<file path="src/hdl/ugti_pkg.sv">
// shared types and constants of the uniform grid table interpolator
`default_nettype none
package ugti_pkg;

  localparam int SECTION_COUNT_DEF = 32;
  localparam int GRID_POINTS_DEF   = 512;

  localparam int VALUE_W   = 32;
  localparam int ENERGY_W  = 24;
  localparam int SEC_W     = 6;
  localparam int POINT_W   = 12;
  localparam int FRAC_W    = 12;
  localparam int CFG_IDX_W = 2;
  localparam int PROD_W    = 2 * ENERGY_W;
  localparam int IDX_W     = PROD_W - 16;
  localparam int IP_W      = IDX_W - FRAC_W;

  typedef enum logic [1:0] {
    MODE_WRITE  = 2'd0,
    MODE_INTERP = 2'd1,
    MODE_READ   = 2'd2,
    MODE_NONE   = 2'd3
  } mode_t;

  typedef enum logic [1:0] {
    ST_OK          = 2'd0,
    ST_BAD_SECTION = 2'd1,
    ST_BAD_INDEX   = 2'd2
  } status_t;

  typedef enum logic [1:0] {
    OP_NONE,
    OP_WRITE,
    OP_SINGLE,
    OP_BLEND
  } op_t;

  typedef enum logic [CFG_IDX_W-1:0] {
    CFG_MIN_ENERGY = 2'd0,
    CFG_MAX_ENERGY = 2'd1,
    CFG_INV_STEP   = 2'd2
  } cfg_reg_t;

  // request as it reaches the table banks
  typedef struct packed {
    logic                 valid;
    op_t                  op;
    status_t              status;
    logic [SEC_W-1:0]     sec;
    logic [POINT_W-1:0]   pt;
    logic [VALUE_W-1:0]   wval;
    logic [FRAC_W-1:0]    frac;
  } req_t;

  // control that travels beside the bank read data
  typedef struct packed {
    logic                 valid;
    logic                 zero;
    status_t              status;
    logic                 a_odd;
    logic [FRAC_W-1:0]    frac;
  } blend_ctl_t;

endpackage
`default_nettype wire

</file>
<file path="src/hdl/ugti_front.sv">
// request decode, range checks and grid index multiply
`default_nettype none
module ugti_front #(
  parameter int SECTION_COUNT = 32,
  parameter int GRID_POINTS   = 512
) (
  input  logic                          clk,
  input  logic                          rst_n,
  input  logic                          in_take,
  input  logic [1:0]                    in_mode,
  input  logic [ugti_pkg::SEC_W-1:0]    in_section,
  input  logic [ugti_pkg::POINT_W-1:0]  in_energy_index,
  input  logic [ugti_pkg::ENERGY_W-1:0] in_energy,
  input  logic [ugti_pkg::VALUE_W-1:0]  in_entry_value,
  input  logic [ugti_pkg::ENERGY_W-1:0] min_energy,
  input  logic [ugti_pkg::ENERGY_W-1:0] max_energy,
  input  logic [ugti_pkg::ENERGY_W-1:0] inv_step,
  output ugti_pkg::req_t                req
);
  import ugti_pkg::*;

  mode_t                mode_s0;
  op_t                  op_s0;
  status_t              st_s0;
  logic [POINT_W-1:0]   pt_s0;
  logic                 sec_bad;
  logic                 pt_bad;

  logic                 s1_valid_r;
  op_t                  s1_op_r;
  status_t              s1_status_r;
  logic [SEC_W-1:0]     s1_sec_r;
  logic [POINT_W-1:0]   s1_pt_r;
  logic [VALUE_W-1:0]   s1_wval_r;
  logic [ENERGY_W-1:0]  s1_diff_r;
  logic [PROD_W-1:0]    prod_s1;

  logic                 s2_valid_r;
  op_t                  s2_op_r;
  status_t              s2_status_r;
  logic [SEC_W-1:0]     s2_sec_r;
  logic [POINT_W-1:0]   s2_pt_r;
  logic [VALUE_W-1:0]   s2_wval_r;
  logic [IDX_W-1:0]     s2_idx_r;
  logic [IP_W-1:0]      ip_s2;
  logic                 ip_bad;

  assign mode_s0 = mode_t'(in_mode);
  assign sec_bad = 32'(in_section) >= 32'(SECTION_COUNT);
  assign pt_bad  = 32'(in_energy_index) >= 32'(GRID_POINTS);

  always_comb begin
    op_s0 = OP_NONE;
    st_s0 = ST_OK;
    pt_s0 = in_energy_index;
    priority if (mode_s0 == MODE_NONE) begin
      op_s0 = OP_NONE;
    end else if (sec_bad) begin
      st_s0 = ST_BAD_SECTION;
    end else if (mode_s0 == MODE_WRITE || mode_s0 == MODE_READ) begin
      if (pt_bad) begin
        st_s0 = ST_BAD_INDEX;
      end else if (mode_s0 == MODE_WRITE) begin
        op_s0 = OP_WRITE;
      end else begin
        op_s0 = OP_SINGLE;
      end
    end else if (in_energy <= min_energy) begin
      op_s0 = OP_SINGLE;
      pt_s0 = '0;
    end else if (in_energy >= max_energy) begin
      op_s0 = OP_SINGLE;
      pt_s0 = POINT_W'(GRID_POINTS - 1);
    end else begin
      op_s0 = OP_BLEND;
    end
  end

  // stage 1: checks done, energy offset from grid start
  always_ff @(posedge clk) begin
    if (!rst_n) begin
      s1_valid_r <= 1'b0;
    end else begin
      s1_valid_r <= in_take;
    end
  end

  always_ff @(posedge clk) begin
    s1_op_r     <= op_s0;
    s1_status_r <= st_s0;
    s1_sec_r    <= in_section;
    s1_pt_r     <= pt_s0;
    s1_wval_r   <= in_entry_value;
    s1_diff_r   <= in_energy - min_energy;
  end

  assign prod_s1 = PROD_W'(s1_diff_r) * PROD_W'(inv_step);

  // stage 2: scaled grid index in q.12
  always_ff @(posedge clk) begin
    if (!rst_n) begin
      s2_valid_r <= 1'b0;
    end else begin
      s2_valid_r <= s1_valid_r;
    end
  end

  always_ff @(posedge clk) begin
    s2_op_r     <= s1_op_r;
    s2_status_r <= s1_status_r;
    s2_sec_r    <= s1_sec_r;
    s2_pt_r     <= s1_pt_r;
    s2_wval_r   <= s1_wval_r;
    s2_idx_r    <= prod_s1[PROD_W-1:16];
  end

  assign ip_s2  = s2_idx_r[IDX_W-1:FRAC_W];
  assign ip_bad = 32'(ip_s2) > 32'(GRID_POINTS - 2);

  always_comb begin
    req.valid  = s2_valid_r;
    req.op     = s2_op_r;
    req.status = s2_status_r;
    req.sec    = s2_sec_r;
    req.pt     = s2_pt_r;
    req.wval   = s2_wval_r;
    req.frac   = '0;
    if (s2_op_r == OP_BLEND) begin
      if (ip_bad) begin
        req.op     = OP_NONE;
        req.status = ST_BAD_INDEX;
      end else begin
        req.pt   = ip_s2[POINT_W-1:0];
        req.frac = s2_idx_r[FRAC_W-1:0];
      end
    end
  end

endmodule
`default_nettype wire

</file>
<file path="config.mk">
export PLATFORM = sky130hd
export DESIGN_NAME = ugti_front
export DESIGN_NICKNAME = d
export VERILOG_FILES = /design/src/hdl/ugti_pkg.sv /design/src/hdl/ugti_front.sv
export SDC_FILE = /design/constraint.sdc
export NUM_CORES = 2
export LEC_CHECK = 0
export ABC_CLOCK_PERIOD_IN_PS = 7600
export CORE_MARGIN = 2
export CORE_UTILIZATION = 66
export CTS_CLUSTER_DIAMETER = 100
export CTS_CLUSTER_SIZE = 16
export DETAILED_ROUTE_END_ITERATION = 10
export DONT_BUFFER_PORTS = 1
export PLACE_DENSITY = 0.91
export SYNTH_ARGS = -nofsm -noshare
export SYNTH_HDL_FRONTEND = slang
export SYNTH_SLANG_ARGS = --single-unit
</file>
<file path="constraint.sdc">
create_clock -name clk -period 7.6 [get_ports clk]
set_input_delay 0.76 -clock clk [delete_from_list [all_inputs] [get_ports clk]]
set_output_delay 0.76 -clock clk [all_outputs]
set_load 0.1 [all_outputs]
</file>
# --- Word level (Yosys, flattened, before mapping) ---
# Cells that the tools add are included.
totals:
  ff_bits: 166
  in_bits: 151
  elab_cells: 49
op_classes:
  addsub: 1
  mul: 1
  order_cmp: 5
  n_eq_ne: 3
  mux: 19
  bitwise: 1
  reduce_logical: 4
op_table:
  columns: ["op", "count"]
  rows:
  - ["two-way mux 12 bit", 9]
  - ["multiplier 24 x 24 -> 48 bit", 1]
  - ["greater-or-equal comparator 24 bit", 1]
  - ["less-or-equal comparator 24 bit", 1]
  - ["subtractor 24 bit", 1]
  - ["greater-than comparator 20 x 9 -> 1 bit, second input constant", 1]
  - ["greater-or-equal comparator 12 x 10 -> 1 bit, second input constant", 1]
  - ["two-way mux 2 bit", 4]
  - ["two-way mux 4 bit", 2]
  - ["equality test 2 bit, second input constant", 3]
  - ["greater-or-equal comparator 6 bit, second input constant", 1]
  - ["two-way mux 1 bit", 4]
  - ["OR reduction 3 bit", 1]
  - ["logical NOT 2 bit", 1]
  - ["OR reduction 2 bit", 1]
  - ["logical OR 1 bit", 1]
  - ["inverter 1 bit", 1]

# --- Depth between registers and ports, before layout ---
logic_depth:
  word_depth: 6
  depth_mapped: 25
  depth_no_buf: 24

# --- Worst setup path before layout ---
# No wires, ideal clock.
synth_timing:
  kind: "in2reg"
  start: "input port inv_step[3] (netlist name)"
  end: "register s2_idx_r[12]"
  arrival_ps: 6720
  slack_ps: 753
  cell_stages: 23
  cell_sequence: "clkbuf_1 > nand2_1 > fa_1 > inv_1 > fa_1 > inv_1 > fa_1 > inv_1 > fa_1 > inv_1 > fa_1 > inv_1 > fa_1 > fa_1 > ha_1 > a21oi_1 > o21ai_0 > a21o_1 > a221oi_4 > o21ai_0 > a21oi_1 > o21ai_0 > xor2_1"
synth_between:
  elab_chain_cells: 1
synth_rtl:
  columns: ["item", "line_no", "rtl"]
  rows:
  - ["start, declared", "ugti_front.sv:17", "input logic [ugti_pkg::ENERGY_W-1:0] inv_step,"]
  - ["multiplier 24 x 24 -> 48 bit", "ugti_front.sv:97", "assign prod_s1 = PROD_W'(s1_diff_r) * PROD_W'(inv_step);"]
  - ["net prod_s1[28]", "ugti_front.sv:36", "logic [PROD_W-1:0] prod_s1;"]
  - ["end signal, assigned", "ugti_front.sv:114", "s2_idx_r <= prod_s1[PROD_W-1:16];"]
  - ["end, declared", "ugti_front.sv:44", "logic [IDX_W-1:0] s2_idx_r;"]
# The timed path passes the listed nets, and every way through them passes these cells.
# A chain may end at the register's enable or synchronous reset.

# --- Final worst setup path ---
layout_timing:
  start: "register s1_diff_r[6]"
  end: "register s2_idx_r[12]"
layout_between:
  elab_chain_cells: 1
layout_rtl:
  columns: ["item", "line_no", "rtl"]
  rows:
  - ["start, declared", "ugti_front.sv:35", "logic [ENERGY_W-1:0] s1_diff_r;"]
  - ["start signal, assigned", "ugti_front.sv:94", "s1_diff_r <= in_energy - min_energy;"]
  - ["multiplier 24 x 24 -> 48 bit", "ugti_front.sv:97", null]
  - ["net prod_s1[28]", "ugti_front.sv:36", null]
# The timed path passes the listed nets, and every way through them passes these cells.

==> out/metrics.yaml <==
count_of_cell_types_in_the_netlist: 58
final_nets: 3355
holdCritPathClass: "flop to flop"
initial_antenna_violation_count: 1
timing_worst_slew_pin_value_ns: 1.197
clock_sink_count: 166
grt_usage_pct: 34.77
cts_tree: "done"
layout-drive-gt1-share_pct: 3.417
synth_async_sr_flop_share_pct: 0
die_width_um: 194.5
detail_route.wl_per_cell_um: 20.93
cts_setup_buffers: 0
final-instance-count-excl-fill: 2979
post_route_worst_setup_slack_ns: 0.2783
cts_hold_repair.buffers: 0
drc: 0
report.final.slew_viol_count: 0
global_route_wire_length_before_repair_mm: 101.7
ys.warnings.count: 0
hold_depth: 0
die_area_sq_um: 37840
post-place-cells: 2946
post-route-period-util_pct: 96.34
htree_num_levels: 4
cts_clock_pin_slew_for_the_worst_setup_and_hold_paths_ns: 0.08
cts.path.max_buffers: 2
core_area_sq_um: 35660
detail_route.first_pass.iterations: 6
wirelength_mm: 62.35
yosys_register_bits: 166
status: "finished clean"
setup_violators_final: 0
clock_tree.root_cell: "clkbuf_16"
dp_hpwl_mm: 49.22
fillers: 2505
synth_area_sq_um: 23960
setup.worst_path.class: "flop to flop"
syn_area_per_cell_sq_um: 9.341
grt_start_max_net_pins: 25
netlist_instances: 2565
max_clock_freq_mhz: 136.6
vias_per_cell: 5.961
cts-buffers-inserted: 17
layout.cell_area.non_filler_sq_um: 24940
source_to_sink_clock_delay_at_the_later_pin_of_the_worst_skew_pair_ns: 0.47
max-slew-margin-rel_pct: 19.74
postPlaceCellArea_sq_um: 24350
synthesis.nets: 3416
die_height_um: 194.5
max_cap_violations: 0
post_cts_resized: 0
category_of_the_worst_setup_path_capture_point: "flop"
synth_common_cells: "inv_1, fa_1, nand2_1, and2_1, ha_1"
rows: 69
timing.critical_path.from_type: "flop"
final_antenna_net_count: 0
drt-initial-drc-count: 1200
yosys_most_used_dff: "dfxtp_1"
time_the_worst_path_needs_with_i_o_delays_and_setup_ns: 7.322
critPathMaxFanout: 24
timing.critical_path.required_ns: 7.94
rsz0062_at_grt: "no"
finalSetupTns_ns: 0
synth_edf_count: 0
first_global_vias: 20580
placement.setup.worst_slack_ns: 0.3564
r2r.worst_path.cells: 22
gp_routability_congestion: 0.9243
start_util_pct: 67.20
ys_top_cells_by_area: "fa_1, dfxtp_1, ha_1, inv_1, and2_1"
synthDominantAreaCellType: "fa_1"
hold_violations: 0
post-synth-top-count-cell: "inv_1"
syn_to_final_growth_pct: 4.094
via_count: 17760
portBuffers: 0
fin_skew_ns: 0.02807
gr-total-overflow: 0
io_pins: 218
synth_largest_type_area_fraction_pct: 40.27
critical_path_arrival_ns: 7.67
synth_seq_area_share_pct: 13.87
-- final cells by class --
type,count,area (sq um),area share [%]
Tap cell,461,576.8,2.313
Antenna cell,1,2.502,0.01003
Clock buffer,17,425.4,1.706
Timing Repair Buffer,25,187.7,0.7525
Inverter,598,2245,9.000
Sequential cell,166,3323,13.32
Multi-Input combinational cell,1696,18010,72.23
Clock inverter,15,166.4,0.6672
-- critical path, cell delays in order, from the launching register on --
cell	delay (ns)
dfxtp_1	1.05
and2_1	0.27
fa_1	0.44
fa_1	0.52
inv_1	0.05
fa_1	0.47
inv_1	0.06
fa_1	0.48
ha_1	0.32
fa_1	0.49
inv_1	0.05
fa_1	0.47
inv_1	0.04
ha_1	0.33
nand4_1	0.16
o21ai_0	0.09
a31oi_1	0.20
o21ai_2	0.17
a221oi_4	0.53
o21ai_0	0.30
a21oi_1	0.37
o21ai_0	0.18
xor2_1	0.17
-- layer usage --
metal | track usage, % | vias up | part of all wire, %
met3 | 8.381 | 325 | 9.6
met5 | 0 | - | 0
met4 | 21.97 | 0 | 6.6
li1 | - | 7491 | -
met2 | 60.48 | 1080 | 50
met1 | 38.37 | 8862 | 33
-- cells by family (layout without fill, tap and decap cells) --
group | Yosys count | in the layout | share of synthesized area (%)
AND/OR/NAND/NOR | 727 | 727 | 15.23
adder cells (fa/ha/maj) | 700 | 700 | 51.66
other | 0 | 1 | 0
AO/OA/AOI/OAI | 207 | 207 | 5.854
flip-flops | 166 | 166 | 13.87
buffers and inverters | 703 | 655 | 11.03
XOR/XNOR | 53 | 53 | 1.937
multiplexers | 9 | 9 | 0.4230
-- registers in the layout (all words and copies together) (netlist names) --
name         count
s1_diff_r       24
s2_valid_r       1
s2_status_r      2
s2_op_r          2
s2_sec_r         6
s1_op_r          2
s2_pt_r         12
s2_wval_r       32
s1_pt_r         12
s1_wval_r       32
s1_status_r      2
s1_sec_r         6
s2_idx_r        32
s1_valid_r       1
-- layout by cell type, fill, tap and decap left out, types with 13 or more instances in the layout --
cell	instances
a21o_1	32
fa_1	482
nand2_1	328
nand3_1	14
buf_4	25
nand4_1	17
xnor2_1	35
o21bai_1	13
dfxtp_1	166
and2_1	297
clkbuf_16	17
inv_1	597
o21ai_0	29
xor2_1	18
a21oi_1	69
ha_1	218
nor2_1	23
-- through the flow --
stage / util (%) / hold slack, ns
after floorplan: - / 0.3096
after global placement: 68.28 / 0.3100
after detailed placement: 68.28 / 0.3121
after CTS: 69.94 / 0.3144
after global routing: 69.95 / 0.3121
final: 69.95 / 0.3247
-- worst paths after layout --
path                                     from             to  slack, ns
worst min register to register  s1_wval_r[13]  s2_wval_r[13]       0.32
worst max-delay path             s1_diff_r[6]   s2_idx_r[12]       0.28
worst max register to register   s1_diff_r[6]   s2_idx_r[12]       0.28
worst min-delay path            s1_wval_r[13]  s2_wval_r[13]       0.32
Power is left out: the tool's default activity adds up to more than one toggle a clock period on the data nets, which glitch-free logic cannot reach.
