`src/hdl/ugti_pkg.sv`:
```
// shared types and constants of the uniform grid table interpolator
`default_nettype none
package ugti_pkg;

  localparam int SECTION_COUNT_DEF = 32;
  localparam int GRID_POINTS_DEF   = 512;

  localparam int VALUE_W   = 32;
  localparam int ENERGY_W  = 24;
  localparam int SEC_W     = 6;
  localparam int POINT_W   = 12;
  localparam int FRAC_W    = 12;
  localparam int CFG_IDX_W = 2;
  localparam int PROD_W    = 2 * ENERGY_W;
  localparam int IDX_W     = PROD_W - 16;
  localparam int IP_W      = IDX_W - FRAC_W;

  typedef enum logic [1:0] {
    MODE_WRITE  = 2'd0,
    MODE_INTERP = 2'd1,
    MODE_READ   = 2'd2,
    MODE_NONE   = 2'd3
  } mode_t;

  typedef enum logic [1:0] {
    ST_OK          = 2'd0,
    ST_BAD_SECTION = 2'd1,
    ST_BAD_INDEX   = 2'd2
  } status_t;

  typedef enum logic [1:0] {
    OP_NONE,
    OP_WRITE,
    OP_SINGLE,
    OP_BLEND
  } op_t;

  typedef enum logic [CFG_IDX_W-1:0] {
    CFG_MIN_ENERGY = 2'd0,
    CFG_MAX_ENERGY = 2'd1,
    CFG_INV_STEP   = 2'd2
  } cfg_reg_t;

  // request as it reaches the table banks
  typedef struct packed {
    logic                 valid;
    op_t                  op;
    status_t              status;
    logic [SEC_W-1:0]     sec;
    logic [POINT_W-1:0]   pt;
    logic [VALUE_W-1:0]   wval;
    logic [FRAC_W-1:0]    frac;
  } req_t;

  // control that travels beside the bank read data
  typedef struct packed {
    logic                 valid;
    logic                 zero;
    status_t              status;
    logic                 a_odd;
    logic [FRAC_W-1:0]    frac;
  } blend_ctl_t;

endpackage
`default_nettype wire

```
`src/hdl/ugti_blend.sv`:
```
// linear blend between two neighboring entries
`default_nettype none
module ugti_blend (
  input  logic                         clk,
  input  logic                         rst_n,
  input  ugti_pkg::blend_ctl_t         ctl,
  input  logic [ugti_pkg::VALUE_W-1:0] rd_even,
  input  logic [ugti_pkg::VALUE_W-1:0] rd_odd,
  output logic                         out_strobe,
  output logic [ugti_pkg::VALUE_W-1:0] out_value,
  output logic [1:0]                   out_status
);
  import ugti_pkg::*;

  localparam int MUL_W = VALUE_W + FRAC_W;

  blend_ctl_t           s3_ctl_r;
  logic [VALUE_W-1:0]   a_s3;
  logic [VALUE_W-1:0]   b_s3;
  logic                 down_s3;
  logic [VALUE_W-1:0]   mag_s3;

  logic                 s4_valid_r;
  logic                 s4_zero_r;
  status_t              s4_status_r;
  logic [VALUE_W-1:0]   s4_a_r;
  logic [MUL_W-1:0]     s4_prod_r;
  logic                 s4_down_r;
  logic [MUL_W:0]       ceil_s4;
  logic [VALUE_W-1:0]   val_s4;

  logic                 out_strobe_r;
  logic [VALUE_W-1:0]   out_value_r;
  status_t              out_status_r;

  // control lines up with the registered bank data
  always_ff @(posedge clk) begin
    if (!rst_n) begin
      s3_ctl_r.valid <= 1'b0;
    end else begin
      s3_ctl_r.valid <= ctl.valid;
    end
  end

  always_ff @(posedge clk) begin
    s3_ctl_r.zero   <= ctl.zero;
    s3_ctl_r.status <= ctl.status;
    s3_ctl_r.a_odd  <= ctl.a_odd;
    s3_ctl_r.frac   <= ctl.frac;
  end

  // a zero fraction takes no neighbor, so the other bank is ignored
  assign a_s3    = s3_ctl_r.a_odd ? rd_odd : rd_even;
  assign b_s3    = (s3_ctl_r.frac == '0) ? a_s3 : (s3_ctl_r.a_odd ? rd_even : rd_odd);
  assign down_s3 = b_s3 < a_s3;
  assign mag_s3  = down_s3 ? (a_s3 - b_s3) : (b_s3 - a_s3);

  always_ff @(posedge clk) begin
    if (!rst_n) begin
      s4_valid_r <= 1'b0;
    end else begin
      s4_valid_r <= s3_ctl_r.valid;
    end
  end

  always_ff @(posedge clk) begin
    s4_zero_r   <= s3_ctl_r.zero;
    s4_status_r <= s3_ctl_r.status;
    s4_a_r      <= a_s3;
    s4_prod_r   <= MUL_W'(mag_s3) * MUL_W'(s3_ctl_r.frac);
    s4_down_r   <= down_s3;
  end

  // falling slope rounds the step up so the result floors
  assign ceil_s4 = (MUL_W + 1)'(s4_prod_r) + (MUL_W + 1)'((1 << FRAC_W) - 1);

  always_comb begin
    if (s4_zero_r) begin
      val_s4 = '0;
    end else if (s4_down_r) begin
      val_s4 = s4_a_r - ceil_s4[FRAC_W +: VALUE_W];
    end else begin
      val_s4 = s4_a_r + s4_prod_r[FRAC_W +: VALUE_W];
    end
  end

  always_ff @(posedge clk) begin
    if (!rst_n) begin
      out_strobe_r <= 1'b0;
    end else begin
      out_strobe_r <= s4_valid_r;
    end
  end

  always_ff @(posedge clk) begin
    out_value_r  <= val_s4;
    out_status_r <= s4_status_r;
  end

  assign out_strobe = out_strobe_r;
  assign out_value  = out_value_r;
  assign out_status = out_status_r;

endmodule
`default_nettype wire

```
`config.mk`:
```
export PLATFORM = sky130hd
export DESIGN_NAME = ugti_blend
export DESIGN_NICKNAME = d
export VERILOG_FILES = /design/src/hdl/ugti_pkg.sv /design/src/hdl/ugti_blend.sv
export SDC_FILE = /design/constraint.sdc
export NUM_CORES = 1
export LEC_CHECK = 0
export ABC_AREA = 1
export ABC_CLOCK_PERIOD_IN_PS = 10200
export BUFFER_PORTS_ARGS = -buffer_cell sky130_fd_sc_hd__buf_4
export CORE_MARGIN = 2
export CORE_UTILIZATION = 60
export DETAILED_ROUTE_END_ITERATION = 10
export PLACE_DENSITY = 0.83
export SKIP_CTS_REPAIR_TIMING = 1
export SLEW_MARGIN = 25
export SYNTH_ARGS = -nofsm -noshare
export SYNTH_HDL_FRONTEND = slang
export SYNTH_SLANG_ARGS = --single-unit
```
`constraint.sdc`:
```
create_clock -name clk -period 10.2 [get_ports clk]
set_input_delay 0.51 -clock clk [delete_from_list [all_inputs] [get_ports clk]]
set_output_delay 0.51 -clock clk [all_outputs]
set_load 0.03 [all_outputs]
```
**Word-level counts from Yosys, hierarchy flattened**

Cells that the tools add are included.

- $mul: 1
- Mux-type cells: 5
- $lt $le $gt $ge: 1
- Reductions and logical operators: 1
- $add $sub $neg: 5

Operators with widths:

| kind | count |
|---|---|
| 32-bit 2-to-1 mux | 5 |
| 32-bit subtractor | 3 |
| 44-bit by 12-bit adder with 44-bit output (second input constant) | 1 |
| 32-bit by 12-bit multiplier with 44-bit output | 1 |
| 32-bit adder | 1 |
| 32-bit < comparator | 1 |
| 12-bit logical NOT | 1 |

- Register bits after elaboration: 133
- Word-level logic and storage cells: 27
- Input bits: 83

**Logic depth before layout (Yosys ltp)**

Gate-level depths: netlist of the first run.

- Depth in word-level cells: 5
- Mapped depth: 45

**Worst setup path after synthesis of the first run**

No wires, ideal clock.

- Path type: reg-to-reg
- Start point: register s3_ctl_r[8] (netlist bit)
- End point: register s4_prod_r[43]
- Arrival: 7.096 ns
- Library setup time: 0.112 ns
- Period minus slack after synthesis: 7.208 ns
- Stages on the path, launching flop included: 41
- Setup slack: 2.992 ns
- Buffers on the path: 3
- Cell sequence: dfxtp_1 clkbuf_1 nor4_1 nand3_1 clkbuf_1 o21ai_0 ha_1 inv_1 fa_1 nand2_1 nand3_2 nand2_1 nand2_2 nand2_2 nand2_4 nand2_1 nand3_2 buf_4 [... 5 more ...] inv_1 fa_1 inv_1 fa_1 fa_1 fa_1 inv_1 ha_1 a21oi_1 o21ai_0 a21oi_1 inv_1 nand2_1 nand3_1 nand2_1 nand2_1 nand2_1 nand2_1

- Cells in the longest elaborated chain, start to end: 5

RTL lines:

| what | line | RTL |
|---|---|---|
| from (decl) | ugti_blend.sv:17 | `blend_ctl_t s3_ctl_r;` |
| 12-bit logical NOT | ugti_blend.sv:54 | `assign b_s3 = (s3_ctl_r.frac == '0) ? a_s3 : (s3_ctl_r.a_odd ? rd_even : rd_odd);` |
| 32-bit 2-to-1 mux | ugti_blend.sv:54 |  |
| 32-bit subtractor or 32-bit < comparator (tied branches) | ugti_blend.sv:56, ugti_blend.sv:55 |  |
| 32-bit 2-to-1 mux | ugti_blend.sv:56 | `assign mag_s3 = down_s3 ? (a_s3 - b_s3) : (b_s3 - a_s3);` |
| 32-bit by 12-bit multiplier with 44-bit output * | ugti_blend.sv:70 | `s4_prod_r <= MUL_W'(mag_s3) * MUL_W'(s3_ctl_r.frac);` |
| to (signal assigned) | ugti_blend.sv:70 |  |
| to (decl) | ugti_blend.sv:27 | `logic [MUL_W-1:0] s4_prod_r;` |

Every way passes the cells marked *; elsewhere a longest branch is shown, timed or not.
A chain may end at the register's enable or synchronous reset.

**Worst setup path in the final report of the first run**

- Start point: register s3_ctl_r[6] (netlist bit)
- End point: register s4_prod_r[43]

The elaborated chain is that of the path after synthesis.

==> results of run 1 <==
layout make-up:
class / instances / area, µm² / area share (%)
Tap cell: 539 / 674 / 2.49
Sequential cell: 133 / 2670 / 9.84
Clock inverter: 13 / 170 / 0.628
Timing Repair Buffer: 141 / 1060 / 3.91
Clock buffer: 19 / 453 / 1.67
Inverter: 786 / 2950 / 10.9
Multi-Input combinational cell: 2824 / 19100 / 70.6
metrics by stage:
step                instance area, µm²  setup WS [ps]  utilization [%]
floorplan                        25200           2990                -
global placement                 26500            748             63.5
detailed placement               26500            692             63.5
CTS                              27100            632             65.0
global route                     27100           59.9             65.0
finish                           27100            363             65.0
sequential cells by signal (all words and copies together) (netlist names):
register,flops
s3_ctl_r,17
s4_valid_r,1
s4_prod_r,44
s4_down_r,1
s4_status_r,2
s4_a_r,32
out_value,32
s4_zero_r,1
out_status,2
out_strobe,1
layer usage:
metal / share of wire (%) / GRT usage [%] / up-vias / wire length (µm)
met1: 40 / 52.4 / 11698 / 33300
met2: 43 / 59.1 / 1619 / 35600
li1: - / - / 11855 / -
met5: 0 / 0 / - / 0
met4: 4.6 / 15.8 / 0 / 3860
met3: 13 / 9.20 / 252 / 10600
kinds of logic (layout without fill, tap and decap cells):
logic type	count (synthesis)	after routing	share of synthesized area (%)
AO/OA/AOI/OAI	387	387	8.52
XOR/XNOR	99	99	3.44
buffers and inverters	881	959	13.5
flip-flops	133	133	10.6
AND/OR/NAND/NOR	1857	1857	31.0
adder cells (fa/ha/maj)	481	481	32.9
cells in the mapped netlist:
cell | n | area share [%]
a21boi_0 | 2 | 0.060
a21o_1 | 10 | 0.30
a21oi_1 | 158 | 3.1
a21oi_2 | 3 | 0.10
a21oi_4 | 1 | 0.065
a31oi_1 | 1 | 0.025
and2_1 | 6 | 0.15
and3_1 | 1 | 0.025
buf_1 | 6 | 0.089
buf_2 | 19 | 0.38
buf_4 | 4 | 0.12
buf_6 | 6 | 0.27
clkbuf_1 | 60 | 0.89
clkinv_1 | 1 | 0.015
dfxtp_1 | 133 | 11
fa_1 | 303 | 24
ha_1 | 178 | 8.8
inv_1 | 762 | 11
inv_2 | 23 | 0.34
nand2_1 | 1027 | 15
nand2_2 | 38 | 0.94
nand2_4 | 10 | 0.45
nand2b_1 | 1 | 0.025
nand3_1 | 286 | 5.7
nand3_2 | 12 | 0.48
nand3b_1 | 7 | 0.21
nand4_1 | 35 | 0.87
nor2_1 | 375 | 5.6
nor2_2 | 11 | 0.27
nor3_1 | 37 | 0.74
nor3_2 | 1 | 0.040
nor4_1 | 8 | 0.20
o211ai_1 | 31 | 0.92
o21a_1 | 6 | 0.18
o21ai_0 | 135 | 2.7
o21ai_1 | 15 | 0.30
o21bai_1 | 14 | 0.42
o21bai_2 | 2 | 0.089
o22ai_1 | 7 | 0.17
o31ai_1 | 2 | 0.060
or2_2 | 2 | 0.050
xnor2_1 | 25 | 0.87
xor2_1 | 74 | 2.6
worst min path at each step:
| stage | start | to | slack (ps) | depth (start not counted) |
|---|---|---|---|---|
| final | ctl[4] | s3_ctl_r[4] | 140 | 1 |
| after global routing | ctl[4] | s3_ctl_r[4] | 130 | 1 |
| after CTS | ctl[4] | s3_ctl_r[4] | 130 | 1 |
| after detailed placement | s3_ctl_r[15] | s4_zero_r | 320 | 0 |
| after global placement | s4_status_r[1] | out_status[1] | 310 | 0 |
| after floorplan | s4_status_r[0] | out_status[0] | 310 | 0 |
layout by cell type, fill, tap and decap left out, drive strengths merged:
master and instances:
a21boi 2, or2 2, nand4 35, nand3 298, o21a 6, a21oi 162
buf 141, and3 1, dfxtp 133, o21bai 16, xor2 74, nand2b 1
clkbuf 19, xnor2 25, o21ai 150, clkinvlp 2, nor4 8, fa 303
nor3 38, o31ai 2, a31oi 1, nand2 1075, o211ai 31, clkinv 4
inv 790, bufinv 3, nand3b 7, ha 178, o22ai 7, nor2 386
and2 6, a21o 10
==> out/metrics.yaml, run 1 <==
logic_synthesis:
  synthDistinctLibCells: 43
  synth_seq_area_share_pct: 10.6
  syn_nets: 4402
  ys_seq_elements: 133
  syn_inst: 3838
  syn_avg_cell_area_um2: 6.56
  synth_warnings: 0
  syn-cell-area_mm2: 0.0252
drt:
  drtIter0Drc: 3196
  drcViolationCount: 0
  vias: 25424
  detail_route.wl_per_cell_um: 18.7
  antenna_left: 0
  viasPerCell: 5.71
  first_pass_iters: 6
  wirelength_um: 83400
sta:
  fin_crit_sh_pct: 96.4
  relSlewSlack_pct: 24.1
  maxSlewViolCount: 0
  whs_ps: 138
  worst_slew_pin_slew_ps: 1140
  grt_setup_unrepaired: "false"
  layout_min_cycle_time_ps: 9840
  setup_tns_ps: 0
  fmax_ghz: 0.102
  finClkSkew_ps: 25.3
  final-setup-viol-count: 0
  hold_viol: 0
setup_path:
  arrival_ps: 10200
  worst-path-stages: 33
  path_buf_inv: 5
  rr_worst_depth: 33
  regToRegStartpoint: "s3_ctl_r[6]"
  startpoint: "s3_ctl_r[6]"
  required_ps: 10560
  cp_max_fo: 39
  slowest_delay_ps: 780
  start_kind: "register"
  path_class: "reg -> reg"
  endpoint_kind: "register"
  r2r_end: "s4_prod_r[43]"
  cp-endpoint: "s4_prod_r[43]"
  crit_path_frequent_cell: "nand2_1"
  crit_slowest_cell: "a21oi_4"
  rrSetupSlack_ps: 360
  critPathTopFamily: "adder cells"
grt:
  grt_antenna_before_repair: 1
  track_usage_pct: 38.5
  grt_pass1_vias: 24376
  grt_max_degree: 104
  grt_first_pass_wirelength_um: 130000
  grt-ovfl-total: 0
layout:
  drive_gt1_share_pct: 7.10
  antenna_cells: 0
  stdcell_count: 4455
  nFillCells: 3823
  syn_to_final_growth_pct: 7.65
  layout.nets: 4467
cts:
  cts.sinks: 133
  numCtsBuffers: 17
  clkTransAtPathRegs_ps: 80
  clock_path_buffers: 2
  cts_tree: "yes"
  h-tree-depth: 4
  clkLatencyLatePin_ps: 470
  clock-root-buffer: "clkbuf_16"
floorplan:
  initial_core_util_pct: 60.4
  fp.dieH_um: 209
  fp.dieW_um: 209
  die_area_mm2: 0.0436
  ioPinCount: 118
  coreArea_mm2: 0.0417
  num_rows: 75
outcome:
  status: "finished, final reports clean"
min_path:
  hp-class: "in -> reg"
placed_design:
  portBuffers: 117
  dp_hpwl_um: 68800
  gp_congestion: 1.10
  place_inst: 4423
run:
  maxCapViolations: 0
Power of run 1 is not shown: default switching activity piles up to over one toggle a cycle in this logic, so the estimate is an artifact.
==> inputs of run 2 (changes only) <==
Settings changed: HOLD_SLACK_MARGIN set to 0.15.
==> run 2 against run 1 <==
Fmax hardly changed. Critical path depth is the same. Final cell count up 0.31%. Non-clock buffer count up 14. Critical endpoint unchanged. Clock-buffer cell count unchanged.
==> out/metrics.yaml, run 2 (synthesis results as in run 1) <==
outcome:
  status: "finished, final reports clean"
floorplan:
  initial_core_util_pct: 60.4
  num_rows: 75
  fp.dieW_um: 209
  fp.dieH_um: 209
  die_area_mm2: 0.0436
  ioPinCount: 118
  coreArea_mm2: 0.0417
setup_path:
  crit_slowest_cell: "a21oi_4"
  crit_path_frequent_cell: "nand2_1"
  cp_max_fo: 39
  endpoint_kind: "register"
  slowest_delay_ps: 760
  required_ps: 10570
  start_kind: "register"
  arrival_ps: 10200
  path_class: "reg -> reg"
cts:
  h-tree-depth: 4
  clkTransAtPathRegs_ps: 80
  clock_path_buffers: 2
  cts_tree: "yes"
  numCtsBuffers: 17
  clock-root-buffer: "clkbuf_16"
  cts.sinks: 133
  clkLatencyLatePin_ps: 470
sta:
  finClkSkew_ps: 26.7
  hold_viol: 0
  fin_crit_sh_pct: 96.4
  setup_tns_ps: 0
  maxSlewViolCount: 0
  layout_min_cycle_time_ps: 9830
  relSlewSlack_pct: 26.4
  grt_setup_unrepaired: "false"
  fmax_ghz: 0.102
  worst_slew_pin_slew_ps: 1100
  final-setup-viol-count: 0
drt:
  viasPerCell: 5.74
  wirelength_um: 84000
  first_pass_iters: 9
  drcViolationCount: 0
  detail_route.wl_per_cell_um: 18.8
  antenna_left: 0
  vias: 25650
  drtIter0Drc: 3157
grt:
  grt-ovfl-total: 0
  grt_first_pass_wirelength_um: 130000
  grt_pass1_vias: 24376
  grt_max_degree: 104
  grt_antenna_before_repair: 1
  track_usage_pct: 38.5
layout:
  syn_to_final_growth_pct: 8.20
  antenna_cells: 0
  largest_reg_flops: 44
  layout.nets: 4481
  mostFrequentLayoutCells: "nand2_1 (1027), inv_1 (762), nor2_1 (375)"
  drive_gt1_share_pct: 7.07
  layout_commonest_cell: "nand2_1"
  top_register: "s4_prod_r"
min_path:
  hp-class: "in -> reg"
placed_design:
  portBuffers: 117
  dp_hpwl_um: 68800
  gp_congestion: 1.10
run:
  maxCapViolations: 0
-- run 2: cell count changes in the layout (fill, tap and decap cells not counted), sizes merged --
cell | before | now
dlygate4sd3 | 0 | 14
-- run 2: metrics by stage --
| stage | setup WS, ps | instance area [µm²] | utilization, % | cells | hold WS, ps |
|---|---|---|---|---|---|
| final | 367 | 27200 | 65.4 | 4469 | 157 |
| after global routing | 60.1 | 27200 | 65.4 | 4469 | 150 |
| after CTS | 632 | 27100 | 65.0 | 4455 | 129 |
| after detailed placement | 692 | 26500 | 63.5 | 4423 | 316 |
| after global placement | 748 | 26500 | 63.5 | 4423 | 312 |
| after floorplan | 2990 | 25200 | - | 3838 | 310 |
-- run 2: path summary, 6_finish.rpt --
check / start / end / slack (ps) / depth (start not counted)
hold reg to reg: s3_ctl_r[15] / s4_zero_r / 330 / 0
setup / recovery: s3_ctl_r[6] / s4_prod_r[43] / 370 / 33
setup reg to reg: s3_ctl_r[6] / s4_prod_r[43] / 370 / 33
hold / removal: ctl[12] / s3_ctl_r[12] / 160 / 1
-- run 2: routing by layer --
metal | vias up | GRT usage, % | wire length (µm)
li1 | 11890 | - | -
met5 | - | 0 | 13
met4 | 2 | 15.8 | 3920
met2 | 1633 | 59.1 | 35800
met1 | 11854 | 52.4 | 33500
met3 | 271 | 9.20 | 10800
-- run 2: area by class of cell --
cell class                 instances  area (µm²)
clock buffer                      19         453
clock inverter                    13         170
fill                            3812       14400
inverter                         786        2950
multi-input combinational       2824       19100
sequential                       133        2670
tap                              539         674
timing repair buffer             155        1200
-- run 2: worst max-delay path: cells and delay by family (launching register included) --
family	cells	cell delay, ps
DFF	1	370
AOI/OAI and AO/OA	6	2070
adders and majority gates	7	3220
and+or+nand+nor	15	3140
buffers and inverters	5	870
Power of run 2 is left out for the same reason.
